===== config.mk =====
export PLATFORM = sky130hd
export DESIGN_NAME = grouped_bitmap_id_allocator_core
export DESIGN_NICKNAME = d
export VERILOG_FILES = /design/src/rtl/gbia_pkg.sv /design/src/rtl/gbia_ram.sv /design/src/rtl/grouped_bitmap_id_allocator_core.sv
export SDC_FILE = /design/constraint.sdc
export NUM_CORES = 2
export LEC_CHECK = 0
export BUFFER_PORTS_ARGS = -buffer_cell sky130_fd_sc_hd__buf_2
export CAP_MARGIN = 20
export CORE_UTILIZATION = 30
export CTS_CLUSTER_DIAMETER = 150
export DETAILED_ROUTE_END_ITERATION = 8
export MAX_ROUTING_LAYER = met4
export SLEW_MARGIN = 20
export SYNTH_ARGS = -nofsm -noshare
export SYNTH_HDL_FRONTEND = slang
export SYNTH_SLANG_ARGS = --single-unit

===== constraint.sdc =====
create_clock -name clk -period 12.1 [get_ports clk]
set_input_delay 2.42 -clock clk [delete_from_list [all_inputs] [get_ports clk]]
set_output_delay 2.42 -clock clk [all_outputs]
set_load 0.02 [all_outputs]

===== src/rtl/gbia_pkg.sv =====
`timescale 1ns / 1ps
// ----------------------------------------------------------------------------
// gbia_pkg: shared definitions for the grouped bitmap id allocator
// constants, op and status codes, register indexes and sequencer states
// ----------------------------------------------------------------------------
package gbia_pkg;

  localparam int GROUP_SIZE = 32;
  localparam int MAX_BLOCKS = 64;

  localparam int ID_W   = 20;
  localparam int BC_W   = 7;
  localparam int IC_W   = 12;
  localparam int OP_W   = 3;
  localparam int STS_W  = 2;
  localparam int BIT_W  = (GROUP_SIZE > 1) ? $clog2(GROUP_SIZE) : 1;
  localparam int IDX_W  = (MAX_BLOCKS > 1) ? $clog2(MAX_BLOCKS) : 1;
  localparam int CNT_W  = $clog2(MAX_BLOCKS + 1);
  localparam int CFG_IDX_W = 2;

  typedef enum logic [OP_W-1:0] {
    OP_ALLOC_ONE  = 3'd0,
    OP_ALLOC_GRP  = 3'd1,
    OP_CLAIM      = 3'd2,
    OP_FREE_ONE   = 3'd3,
    OP_FREE_GRP   = 3'd4
  } op_t;

  typedef enum logic [STS_W-1:0] {
    STS_OK       = 2'd0,
    STS_NO_SPACE = 2'd1,
    STS_IN_USE   = 2'd2,
    STS_RANGE    = 2'd3
  } status_t;

  typedef enum logic [CFG_IDX_W-1:0] {
    CFG_ID_BASE     = 2'd0,
    CFG_BLOCK_COUNT = 2'd1,
    CFG_ID_COUNT    = 2'd2
  } cfg_idx_t;

  typedef enum logic [1:0] {
    S_IDLE = 2'd0,
    S_READ = 2'd1,
    S_EVAL = 2'd2,
    S_RESP = 2'd3
  } state_t;

endpackage


===== src/rtl/gbia_ram.sv =====
`timescale 1ns / 1ps
// ----------------------------------------------------------------------------
// gbia_ram: generic single-write, single-read ram
// one write port, one read port with registered read data
// ----------------------------------------------------------------------------
module gbia_ram #(
  parameter int WIDTH = 32,
  parameter int DEPTH = 64
) (
  input  logic                                     clk,
  input  logic                                     we,
  input  logic [((DEPTH > 1) ? $clog2(DEPTH) : 1)-1:0] waddr,
  input  logic [WIDTH-1:0]                         wdata,
  input  logic                                     re,
  input  logic [((DEPTH > 1) ? $clog2(DEPTH) : 1)-1:0] raddr,
  output logic [WIDTH-1:0]                         rdata
);

  logic [WIDTH-1:0] mem [DEPTH];

  always_ff @(posedge clk) begin
    if (we) begin
      mem[waddr] <= wdata;
    end
    if (re) begin
      rdata <= mem[raddr];
    end
  end

endmodule


===== src/rtl/grouped_bitmap_id_allocator_core.sv =====
`timescale 1ns / 1ps
// ----------------------------------------------------------------------------
// grouped_bitmap_id_allocator_core: bitmap id allocator with group blocks
// Free map of blocks held in a ram, one block word per entry, set bit = free.
//
// Channels: requests (in_op, in_id) enter on in_valid/in_stall, results
// (out_status, out_result_id) leave on out_valid/out_stall. A beat moves at
// an edge with valid high and stall low. Registers are written through the
// cfg port (cfg_index, cfg_data), which is always ready; writes belong
// between requests, while no request is open.
//
// One request at a time. A request rejected on its id or op goes from
// acceptance straight to S_RESP. Claims and frees pass through S_READ (ram
// read), S_EVAL (read-modify-write) and S_RESP, which loads the output
// register. Allocations scan one block word per cycle starting at the hint
// block, visiting at most MAX_BLOCKS block words.
// The next request is accepted once the result is in the output register.
//
// Reset marks every ram entry as never written, which reads as all free;
// no clearing pass is needed. If the receiver stalls, the result holds in
// the output register and the block can still accept and work one more
// request, waiting to deliver it until the register empties.
// ----------------------------------------------------------------------------
module grouped_bitmap_id_allocator_core (
  input  logic                                 clk,
  input  logic                                 rst_n,
  input  logic                                 in_valid,
  output logic                                 in_stall,
  input  logic [gbia_pkg::OP_W-1:0]            in_op,
  input  logic [gbia_pkg::ID_W-1:0]            in_id,
  output logic                                 out_valid,
  input  logic                                 out_stall,
  output logic [gbia_pkg::STS_W-1:0]           out_status,
  output logic [gbia_pkg::ID_W-1:0]            out_result_id,
  input  logic                                 cfg_valid,
  output logic                                 cfg_ready,
  input  logic [gbia_pkg::CFG_IDX_W-1:0]       cfg_index,
  input  logic [gbia_pkg::ID_W-1:0]            cfg_data
);

  localparam int GS    = gbia_pkg::GROUP_SIZE;
  localparam int MB    = gbia_pkg::MAX_BLOCKS;
  localparam int BIT_W = gbia_pkg::BIT_W;
  localparam int IDX_W = gbia_pkg::IDX_W;
  localparam int CNT_W = gbia_pkg::CNT_W;
  localparam int ID_W  = gbia_pkg::ID_W;
  localparam logic [GS-1:0] FULL = {GS{1'b1}};

  function automatic logic [BIT_W-1:0] lowest_set(input logic [GS-1:0] v);
    logic [BIT_W-1:0] r;
    r = '0;
    for (int i = GS - 1; i >= 0; i--) begin
      if (v[i]) begin
        r = BIT_W'(i);
      end
    end
    return r;
  endfunction

  // config registers
  logic [ID_W-1:0]            id_base_r;
  logic [gbia_pkg::BC_W-1:0]  block_count_r;
  logic [gbia_pkg::IC_W-1:0]  id_count_r;

  // sequencer state
  gbia_pkg::state_t           state_r, state_nxt;
  gbia_pkg::op_t              op_r, op_nxt;
  logic [IDX_W-1:0]           blk_r, blk_nxt;
  logic [BIT_W-1:0]           bit_r, bit_nxt;
  logic [ID_W-1:0]            id_r, id_nxt;
  logic [IDX_W-1:0]           idx_r, idx_nxt;
  logic                       grp_r, grp_nxt;
  gbia_pkg::status_t          sts_r, sts_nxt;
  logic [ID_W-1:0]            rid_r, rid_nxt;
  logic [MB-1:0]              vld_r;

  logic                       out_valid_r;
  gbia_pkg::status_t          out_status_r;
  logic [ID_W-1:0]            out_rid_r;

  // ram ports
  logic                       ram_we, ram_re;
  logic [IDX_W-1:0]           ram_waddr, ram_raddr;
  logic [GS-1:0]              ram_wdata, ram_rdata;

  // request decode
  logic [CNT_W-1:0]           cnt;
  logic [ID_W-1:0]            off;
  logic                       req_bad;
  logic                       in_beat;
  logic                       out_free;

  // evaluation of one block word
  logic [GS-1:0]              word, masked, hint_mask, bit_oh;
  logic                       any_free, last_blk, cand, fits;
  logic [BIT_W-1:0]           low_bit;
  logic                       ev_done, ev_cont, ev_we;
  logic [GS-1:0]              ev_wdata;
  gbia_pkg::status_t          ev_sts;
  logic [ID_W-1:0]            ev_rid;

  gbia_ram #(
    .WIDTH (GS),
    .DEPTH (MB)
  ) u_map (
    .clk   (clk),
    .we    (ram_we),
    .waddr (ram_waddr),
    .wdata (ram_wdata),
    .re    (ram_re),
    .raddr (ram_raddr),
    .rdata (ram_rdata)
  );

  assign cnt = (32'(block_count_r) > 32'(MB)) ? CNT_W'(MB) : CNT_W'(block_count_r);
  assign off = in_id - id_base_r;
  assign req_bad = (32'(in_op) > 32'(gbia_pkg::OP_FREE_GRP)) || (in_id < id_base_r) ||
                   (32'(off >> BIT_W) >= 32'(cnt));
  assign in_beat  = in_valid && !in_stall;
  assign out_free = !out_valid_r || !out_stall;
  assign cfg_ready = 1'b1;

  // block word evaluation
  always_comb begin
    word      = vld_r[idx_r] ? ram_rdata : FULL;
    hint_mask = FULL << bit_r;
    bit_oh    = GS'(1) << bit_r;
    masked    = (idx_r == blk_r) ? (word & hint_mask) : word;
    any_free  = masked != '0;
    low_bit   = lowest_set(masked);
    last_blk  = (32'(idx_r) + 32'd1) >= 32'(cnt);
    cand      = grp_r || any_free;
    fits      = ((32'(idx_r) + 32'd1) << BIT_W) <= 32'(id_count_r);
    ev_done   = 1'b0;
    ev_cont   = 1'b0;
    ev_we     = 1'b0;
    ev_wdata  = word;
    ev_sts    = gbia_pkg::STS_OK;
    ev_rid    = '0;
    grp_nxt   = grp_r;
    case (op_r)
      gbia_pkg::OP_CLAIM: begin
        ev_done = 1'b1;
        if ((word & bit_oh) != '0) begin
          ev_we    = 1'b1;
          ev_wdata = word & ~bit_oh;
          ev_rid   = id_r;
        end else begin
          ev_sts = gbia_pkg::STS_IN_USE;
        end
      end
      gbia_pkg::OP_FREE_ONE: begin
        ev_done  = 1'b1;
        ev_we    = 1'b1;
        ev_wdata = word | bit_oh;
      end
      gbia_pkg::OP_FREE_GRP: begin
        ev_done  = 1'b1;
        ev_we    = 1'b1;
        ev_wdata = FULL;
      end
      gbia_pkg::OP_ALLOC_ONE: begin
        if (any_free) begin
          ev_done  = 1'b1;
          ev_we    = 1'b1;
          ev_wdata = word & ~(GS'(1) << low_bit);
          ev_rid   = id_base_r + ID_W'({idx_r, low_bit});
        end else if (last_blk) begin
          ev_done = 1'b1;
          ev_sts  = gbia_pkg::STS_NO_SPACE;
        end else begin
          ev_cont = 1'b1;
        end
      end
      gbia_pkg::OP_ALLOC_GRP: begin
        if (cand && word == FULL) begin
          ev_done = 1'b1;
          if (fits) begin
            ev_we    = 1'b1;
            ev_wdata = '0;
            ev_rid   = id_base_r + ID_W'({idx_r, BIT_W'(0)});
          end else begin
            ev_sts = gbia_pkg::STS_NO_SPACE;
          end
        end else if (last_blk) begin
          ev_done = 1'b1;
          ev_sts  = gbia_pkg::STS_NO_SPACE;
        end else begin
          ev_cont = 1'b1;
          grp_nxt = cand;
        end
      end
      default: begin
        ev_done = 1'b1;
        ev_sts  = gbia_pkg::STS_RANGE;
      end
    endcase
  end

  // next state
  always_comb begin
    state_nxt = state_r;
    unique case (state_r)
      gbia_pkg::S_IDLE: begin
        if (in_beat) begin
          state_nxt = req_bad ? gbia_pkg::S_RESP : gbia_pkg::S_READ;
        end
      end
      gbia_pkg::S_READ: begin
        state_nxt = gbia_pkg::S_EVAL;
      end
      gbia_pkg::S_EVAL: begin
        if (ev_done) begin
          state_nxt = gbia_pkg::S_RESP;
        end
      end
      gbia_pkg::S_RESP: begin
        if (out_free) begin
          state_nxt = gbia_pkg::S_IDLE;
        end
      end
      default: state_nxt = gbia_pkg::S_IDLE;
    endcase
  end

  // outputs and datapath updates
  always_comb begin
    in_stall  = 1'b1;
    ram_re    = 1'b0;
    ram_raddr = idx_r;
    ram_we    = 1'b0;
    ram_waddr = idx_r;
    ram_wdata = ev_wdata;
    op_nxt    = op_r;
    blk_nxt   = blk_r;
    bit_nxt   = bit_r;
    id_nxt    = id_r;
    idx_nxt   = idx_r;
    sts_nxt   = sts_r;
    rid_nxt   = rid_r;
    unique case (state_r)
      gbia_pkg::S_IDLE: begin
        in_stall = 1'b0;
        op_nxt   = gbia_pkg::op_t'(in_op);
        blk_nxt  = IDX_W'(off >> BIT_W);
        bit_nxt  = off[BIT_W-1:0];
        id_nxt   = in_id;
        idx_nxt  = IDX_W'(off >> BIT_W);
        sts_nxt  = gbia_pkg::STS_RANGE;
        rid_nxt  = '0;
      end
      gbia_pkg::S_READ: begin
        ram_re = 1'b1;
      end
      gbia_pkg::S_EVAL: begin
        ram_we  = ev_we;
        sts_nxt = ev_sts;
        rid_nxt = ev_rid;
        if (ev_cont) begin
          idx_nxt   = idx_r + IDX_W'(1);
          ram_re    = 1'b1;
          ram_raddr = idx_r + IDX_W'(1);
        end
      end
      gbia_pkg::S_RESP: begin
        in_stall = 1'b1;
      end
      default: in_stall = 1'b1;
    endcase
  end

  always_ff @(posedge clk) begin
    if (!rst_n) begin
      state_r       <= gbia_pkg::S_IDLE;
      vld_r         <= '0;
      out_valid_r   <= 1'b0;
      grp_r         <= 1'b0;
      id_base_r     <= '0;
      block_count_r <= gbia_pkg::BC_W'(64);
      id_count_r    <= gbia_pkg::IC_W'(2048);
    end else begin
      state_r <= state_nxt;
      if (cfg_valid && cfg_ready) begin
        unique case (gbia_pkg::cfg_idx_t'(cfg_index))
          gbia_pkg::CFG_ID_BASE:     id_base_r     <= cfg_data;
          gbia_pkg::CFG_BLOCK_COUNT: block_count_r <= cfg_data[gbia_pkg::BC_W-1:0];
          gbia_pkg::CFG_ID_COUNT:    id_count_r    <= cfg_data[gbia_pkg::IC_W-1:0];
          default: ;
        endcase
      end
      if (ram_we) begin
        vld_r[ram_waddr] <= 1'b1;
      end
      if (state_r == gbia_pkg::S_IDLE) begin
        grp_r <= 1'b0;
      end else if (state_r == gbia_pkg::S_EVAL) begin
        grp_r <= grp_nxt;
      end
      if (state_r == gbia_pkg::S_RESP && out_free) begin
        out_valid_r <= 1'b1;
      end else if (out_valid_r && !out_stall) begin
        out_valid_r <= 1'b0;
      end
    end
  end

  // payload registers
  always_ff @(posedge clk) begin
    op_r  <= op_nxt;
    blk_r <= blk_nxt;
    bit_r <= bit_nxt;
    id_r  <= id_nxt;
    idx_r <= idx_nxt;
    sts_r <= sts_nxt;
    rid_r <= rid_nxt;
    if (state_r == gbia_pkg::S_RESP && out_free) begin
      out_status_r <= sts_r;
      out_rid_r    <= (sts_r == gbia_pkg::STS_OK) ? rid_r : '0;
    end
  end

  assign out_valid     = out_valid_r;
  assign out_status    = out_status_r;
  assign out_result_id = out_rid_r;

  a_we_in_eval: assert property (@(posedge clk) disable iff (!rst_n)
    ram_we |-> state_r == gbia_pkg::S_EVAL)
    else $error("map write outside evaluation");

  a_accept_leaves_idle: assert property (@(posedge clk) disable iff (!rst_n)
    in_beat |=> state_r != gbia_pkg::S_IDLE)
    else $error("accepted request did not start");

  a_scan_in_range: assert property (@(posedge clk) disable iff (!rst_n)
    state_r == gbia_pkg::S_EVAL |-> 32'(idx_r) < 32'(cnt))
    else $error("scan index beyond block count");

  a_fail_zero_id: assert property (@(posedge clk) disable iff (!rst_n)
    out_valid_r && out_status_r != gbia_pkg::STS_OK |-> out_rid_r == '0)
    else $error("failed result carries an id");

  a_result_after_resp: assert property (@(posedge clk) disable iff (!rst_n)
    $rose(out_valid_r) |-> $past(state_r) == gbia_pkg::S_RESP)
    else $error("result without response step");

endmodule


### Word-level counts from Yosys, hierarchy flattened

Memories as Yosys holds them, arrays and structs flattened. A register that Yosys moved wholly into a read port is not among the register bits.
Index checks and enable logic that the tools add are counted.

* memories kept: 1
* word-level logic and storage cells: 170
* output and inout bits: 25
* input port bits: 50
* flip-flop bits (word level): 191
* bits in writable memories: 2048

Memories
* u_map.mem: words 64, bits a word 32, rd ports 1, clocked after memory_dff 1, write ports 1, RTL line gbia_ram.sv:19 `logic [WIDTH-1:0] mem [DEPTH];`

* $lt $le $gt $ge: 8
* eq/ne operators: 14
* shifts and indexed selects: 3
* add/sub/neg operators: 5
* bitwise logic cells: 11
* mux-type cells: 86
* reduce and logical (&&, ||, !) cells: 26

Operators by type and width (count)
* $mux W32: 6
* $mux W5: 32
* $pmux W32 S5: 1
* $and A32 B32 Y32: 4
* $mux W20: 4
* $not A32 Y32: 2
* $or A64 B64 Y64: 1
* $reduce_bool A32 Y1: 2
* $shl A1 B5 Y32 const A: 2
* $pmux W20 S3: 1
* $add A20 B11 Y20: 2
* $pmux W20 S2: 1
* $eq A32 B32 Y1 const B: 1
* $ge A32 B7 Y1: 1
* $or A32 B32 Y32: 1
* $shl A32 B5 Y32 const A: 1
* $mux W1: 22
* $lt A20 B20 Y1: 1
* $sub A20 B20 Y20: 1
* $pmux W2 S4: 2
* $ge A15 B7 Y1: 1
* $le A12 B12 Y1: 1
* $mux W2: 6
* $mux W6: 2
* 31 further kinds: 55

### Depth between registers and ports, before layout

* depth in word-level cells: 42
* gate-level depth with buffers: 25
* mapped depth without buffers: 22

### Modules after synthesis

Synthesis repeated with hierarchy kept, for this count alone.

* cells, all modules: 4983
* area, all modules: 92658.9 µm²

Modules (own cells, without submodules)
* gbia_ram: times used 1, sequential area each 62459.9 µm², cells an instance 3324, area each 78835.6 µm²
* grouped_bitmap_id_allocator_core: times used 1, sequential area each 4644.5 µm², cells an instance 1659, area each 13823.3 µm²

### Worst setup path after synthesis

No wires, ideal clock.

* kind: flip-flop to flip-flop
* start: reg idx_r[0]
* end: mem u_map.mem[0][8], data pin
* cell stages (with the launch flop): 15
* arrival time: 7.991 ns
* setup time: 1.008 ns
* data required time: 11.092 ns
* period minus slack after synthesis: 8.999 ns
* path slack: 3.101 ns
* cells stage by stage: edfxtp_1 > buf_2 > mux4_2 > nor3b_1 > a41oi_1 > nand4_1 > nor3_2 > clkbuf_1 > clkbuf_1 > nand2_1 > a311o_1 > a21oi_1 > nand2b_1 > nor3_1 > o311ai_0

* word-level cells in the longest chain between the ends: 42
* elaborated cells between the ends (all ways): 56

RTL lines
* start: declaration: RTL line grouped_bitmap_id_allocator_core.sv:71 `logic [IDX_W-1:0] idx_r, idx_nxt;`
* start signal: assignment: RTL line grouped_bitmap_id_allocator_core.sv:313 `idx_r <= idx_nxt;`
* $bmux W1 S6: RTL line grouped_bitmap_id_allocator_core.sv:125 `word = vld_r[idx_r] ? ram_rdata : FULL;`
* $mux W1 (implied by the code): RTL line grouped_bitmap_id_allocator_core.sv:125
* $mux W32: RTL line grouped_bitmap_id_allocator_core.sv:125
* $and A32 B32 Y32: RTL line grouped_bitmap_id_allocator_core.sv:128 `masked = (idx_r == blk_r) ? (word & hint_mask) : word;`
* $mux W32: RTL line grouped_bitmap_id_allocator_core.sv:128
* $mux W5 (32 in a row): RTL line grouped_bitmap_id_allocator_core.sv:53 `if (v[i]) begin`
* $shl A1 B5 Y32: RTL line grouped_bitmap_id_allocator_core.sv:166 `ev_wdata = word & ~(GS'(1) << low_bit);`
* $not A32 Y32: RTL line grouped_bitmap_id_allocator_core.sv:166
* $and A32 B32 Y32: RTL line grouped_bitmap_id_allocator_core.sv:166
* $mux W32: RTL line grouped_bitmap_id_allocator_core.sv:163 `if (any_free) begin`
* $pmux W32 S5 (*): RTL line grouped_bitmap_id_allocator_core.sv:141 `case (op_r)`
* via ev_wdata[8]: RTL line grouped_bitmap_id_allocator_core.sv:98 `logic [GS-1:0] ev_wdata;`
* end: declaration: RTL line gbia_ram.sv:19

The timed path passes the listed nets; every way through them passes the cells marked *. The select of a mux whose other input is x is not followed.

### Worst setup path after layout

* start: reg idx_r[3]
* end: reg u_map.rdata[23] (read register of u_map.mem), data pin

* word-level cells in the longest chain between the ends: 12
* elaborated cells between the ends (all ways): 21

RTL lines
* parallel branches: the longest is 12 deep, another holds $ge A32 B7 Y1
* end: declaration: RTL line gbia_ram.sv:16 `output logic [WIDTH-1:0] rdata`

Several ways; the timed one is not identified. The select of a mux whose other input is x is not followed.
A chain may end at the register's enable or synchronous reset.

==> out/metrics.yaml <==
outcome: "completed"
cp.required_ns: 12.89
synthAdderAreaFrac_pct: 0.773
setup_viol: 0
dp_hpwl_mm: 208
synth_top_family_by_area: "compound AO/OA/AOI/OAI gates"
syn_area_sq_mm: 0.101
syn_to_final_growth_pct: 13.9
cp_data_arrival_time_ns: 9.53
antenna_found_initial: 38
num_rows: 212
crit_path_max_fanout: 41
met1Wirelength_mm: 139
worst_pin_slew_ns: 1.27
syn-instance-count: 7725
final.min_clock_period_ns: 8.74
final_nets: 7804
yosys.area_share.simple_pct: 10.7
wl_met3_mm: 37.7
vias: 70840
start_kind: "flip-flop"
htree_levels: 4
power_w: 0.0324
dr.pass1.iters: 8
die_w_microns: 582
gp_congestion: 0.962
tritoncts: "done"
cts_hold_buffers: 0
grt_pass1_vias: 67399
synth_cell_types: 93
synth_compound_area_share_pct: 11.4
worst_setup_path_end_kind: "flip-flop"
hold_viol: 0
synth_edf_count: 2164
rsz0062_at_grt: "no"
path_clk_slew_ns: 0.07
skew_ns: 0.162
post-cts-setup-buffers: 0
power_leakage_nw: 37.1
cts_resized: 0
synth.mux.area_fraction_pct: 7.62
grt_util_all_layers_pct: 20.8
drtIter0Drc: 10095
timing.fmax_mhz: 114
reg2reg_to: "u_map.rdata[23]"
min_path_cells: 1
synth_ff_type: "edfxtp_1"
ys_seq_area_share_pct: 66.4
vias_per_cell: 5.76
clock-sinks: 2270
finalMaxSlewViolations: 0
yosys_warnings: 0
final-seq-area_sq_mm: 0.0671
postRouteWirelength_mm: 354
r2r-start: "idx_r[3]"
min-delay-start: "vld_r[35]"
start_util_pct: 30.2
synthXorXnorAreaFrac_pct: 0.468
min_to: "vld_r[35]"
clock_path_buffers: 4
post-route-drc-count: 0
min_path_type: "reg -> reg"
numCtsBuffers: 237
peakVddDrop_mv: 0.327
ys_ff_latch: 2270
synth.avg_cell_area_sq_um: 13.1
cts_root_buf: "clkbuf_16"
post_drt_wl_per_cell_microns: 28.8
finalCritPeriodShare_pct: 72.2
dr.max_layer_used: "met4"
critPathKind: "reg -> reg"
portBuffers: 73
postRouteAntennaNets: 0
wl_met2_mm: 157
layout-drive-gt1-share_pct: 12.4
final_cells: 12309
power_density_mw_per_mm2: 281
grt_max_degree: 152
multi_input_comb_area_sq_mm: 0.0324
placed_cells: 11841
core_sq_mm: 0.334
fill_cells: 32204
pin_count: 75
tns_ns: 0
syn_nets: 7834
reg2reg_depth: 14
die-area_sq_mm: 0.339
max-cap-violations: 0
max-slew-margin-rel_pct: 15.3
ys_async_sr_fraction_pct: 0
grt_first_pass_wirelength_mm: 498
grt_overflow_total: 0
r2r_setup_slack_ns: 3.36
worstSkewPairLatency_ns: 0.98
die-height_microns: 582
-- worst max-delay path by stage --
stage                     startpoint              end  cells past startpoint
after floorplan             idx_r[0]  u_map.mem[0][8]                     14
after global placement      idx_r[3]  u_map.rdata[26]                     14
after detailed placement    idx_r[0]  u_map.rdata[29]                     16
after CTS                   idx_r[0]  u_map.rdata[29]                     16
after global routing        idx_r[0]  u_map.rdata[23]                     16
final                       idx_r[3]  u_map.rdata[23]                     14
-- cell usage in the layout, fill, tap and decap left out, types with 41 or more instances in the layout --
master     count
buf_4        211
nor2_4        66
clkinv_1      55
buf_2         72
nor2_1       268
a211oi_1     159
a32oi_1      154
clkbuf_1      52
inv_1         70
nand4_1      152
nand2_1     1152
o221ai_1     142
o21ai_0      154
o211ai_1      54
clkbuf_16    238
mux4_2        46
o21a_1        74
a31oi_1       67
nand3_1      347
a21oi_1      281
clkinv_2      41
nor2b_1      179
mux2i_1      487
mux2_2       155
ha_1          54
edfxtp_1    2164
a2111oi_0     64
o22ai_1      181
xnor2_1       43
dfxtp_1      106
-- routing by layer --
metal	vias up	global-route usage (%)
met2	4119	31.1
li1	29939	-
met1	35981	26.5
met3	801	4.32
met4	0	10.6
met5	-	-
-- synthesized netlist by cell type (65+ instances only) --
cell type	n	area, sq um
a2111oi_0	65	569
a211oi_1	160	1200
a21oi_1	284	1420
a31oi_1	68	425
a32oi_1	169	1480
buf_1	82	308
buf_2	169	846
clkbuf_1	314	1180
dfxtp_1	106	2120
edfxtp_1	2164	65000
inv_1	71	267
mux2_2	157	1770
mux2i_1	487	4870
nand2_1	1156	4340
nand3_1	347	1740
nand4_1	152	951
nor2_1	335	1260
nor2b_1	180	1130
o21a_1	74	556
o21ai_0	161	806
o221ai_1	142	1240
o22ai_1	181	1130
-- area by class of cell --
class,count,share of cell area [%]
antenna,40,0.0870
clock buffer,296,5.42
clock inverter,130,1.04
inverter,73,0.239
multi-input combinational,4809,28.1
sequential,2270,58.3
tap,4387,4.77
timing repair buffer,304,2.01
-- kinds of logic after synthesis --
family,Yosys count
xor gates and xnor gates,54
muxes,691
buffers and inverters,646
and+or+nand+nor,2380
AOI/OAI and AO/OA,1622
DFF,2270
other,1
adders and majority gates,61
-- sequential cells by signal (all words and copies together) (netlist names), 3 cells and up --
signal         flops
bit_r              5
blk_r              6
block_count_r      7
id_base_r         20
id_count_r        12
id_r              20
idx_r              6
op_r               3
out_result_id     20
rid_r             20
u_map.mem       2048
u_map.rdata       32
vld_r             64
-- report_power, final --
group	internal (W)	switching [W]
logic	0.00341	0.0105
registers	0.0111	0.000232
clock network	0.00404	0.00307
total	0.0186	0.0138
-- worst max-delay path: stages, from the launching register on --
cell	delay (ns)
edfxtp_1	0.85
nand3_1	0.96
nor3b_1	0.53
a41oi_1	0.11
and4_1	0.38
nand3_1	0.61
o2111a_1	0.49
a41o_4	0.75
mux2_4	0.73
buf_4	0.69
o221ai_1	0.19
o22ai_1	1.00
a32oi_1	0.43
nand3_1	0.52
nand4b_1	0.18
-- per-stage QoR --
| step | hold slack [ns] | setup slack [ns] | cell area, sq um | util, % |
|---|---|---|---|---|
| after floorplan | 0.427 | 3.10 | 101000 | - |
| after global placement | 0.444 | 3.53 | 107000 | 32.1 |
| after detailed placement | 0.448 | 3.72 | 108000 | 32.2 |
| after CTS | 0.464 | 3.76 | 115000 | 34.4 |
| after global routing | 0.479 | 3.44 | 115000 | 34.4 |
| final | 0.464 | 3.36 | 115000 | 34.4 |
Power figures use the tool's default switching activity.
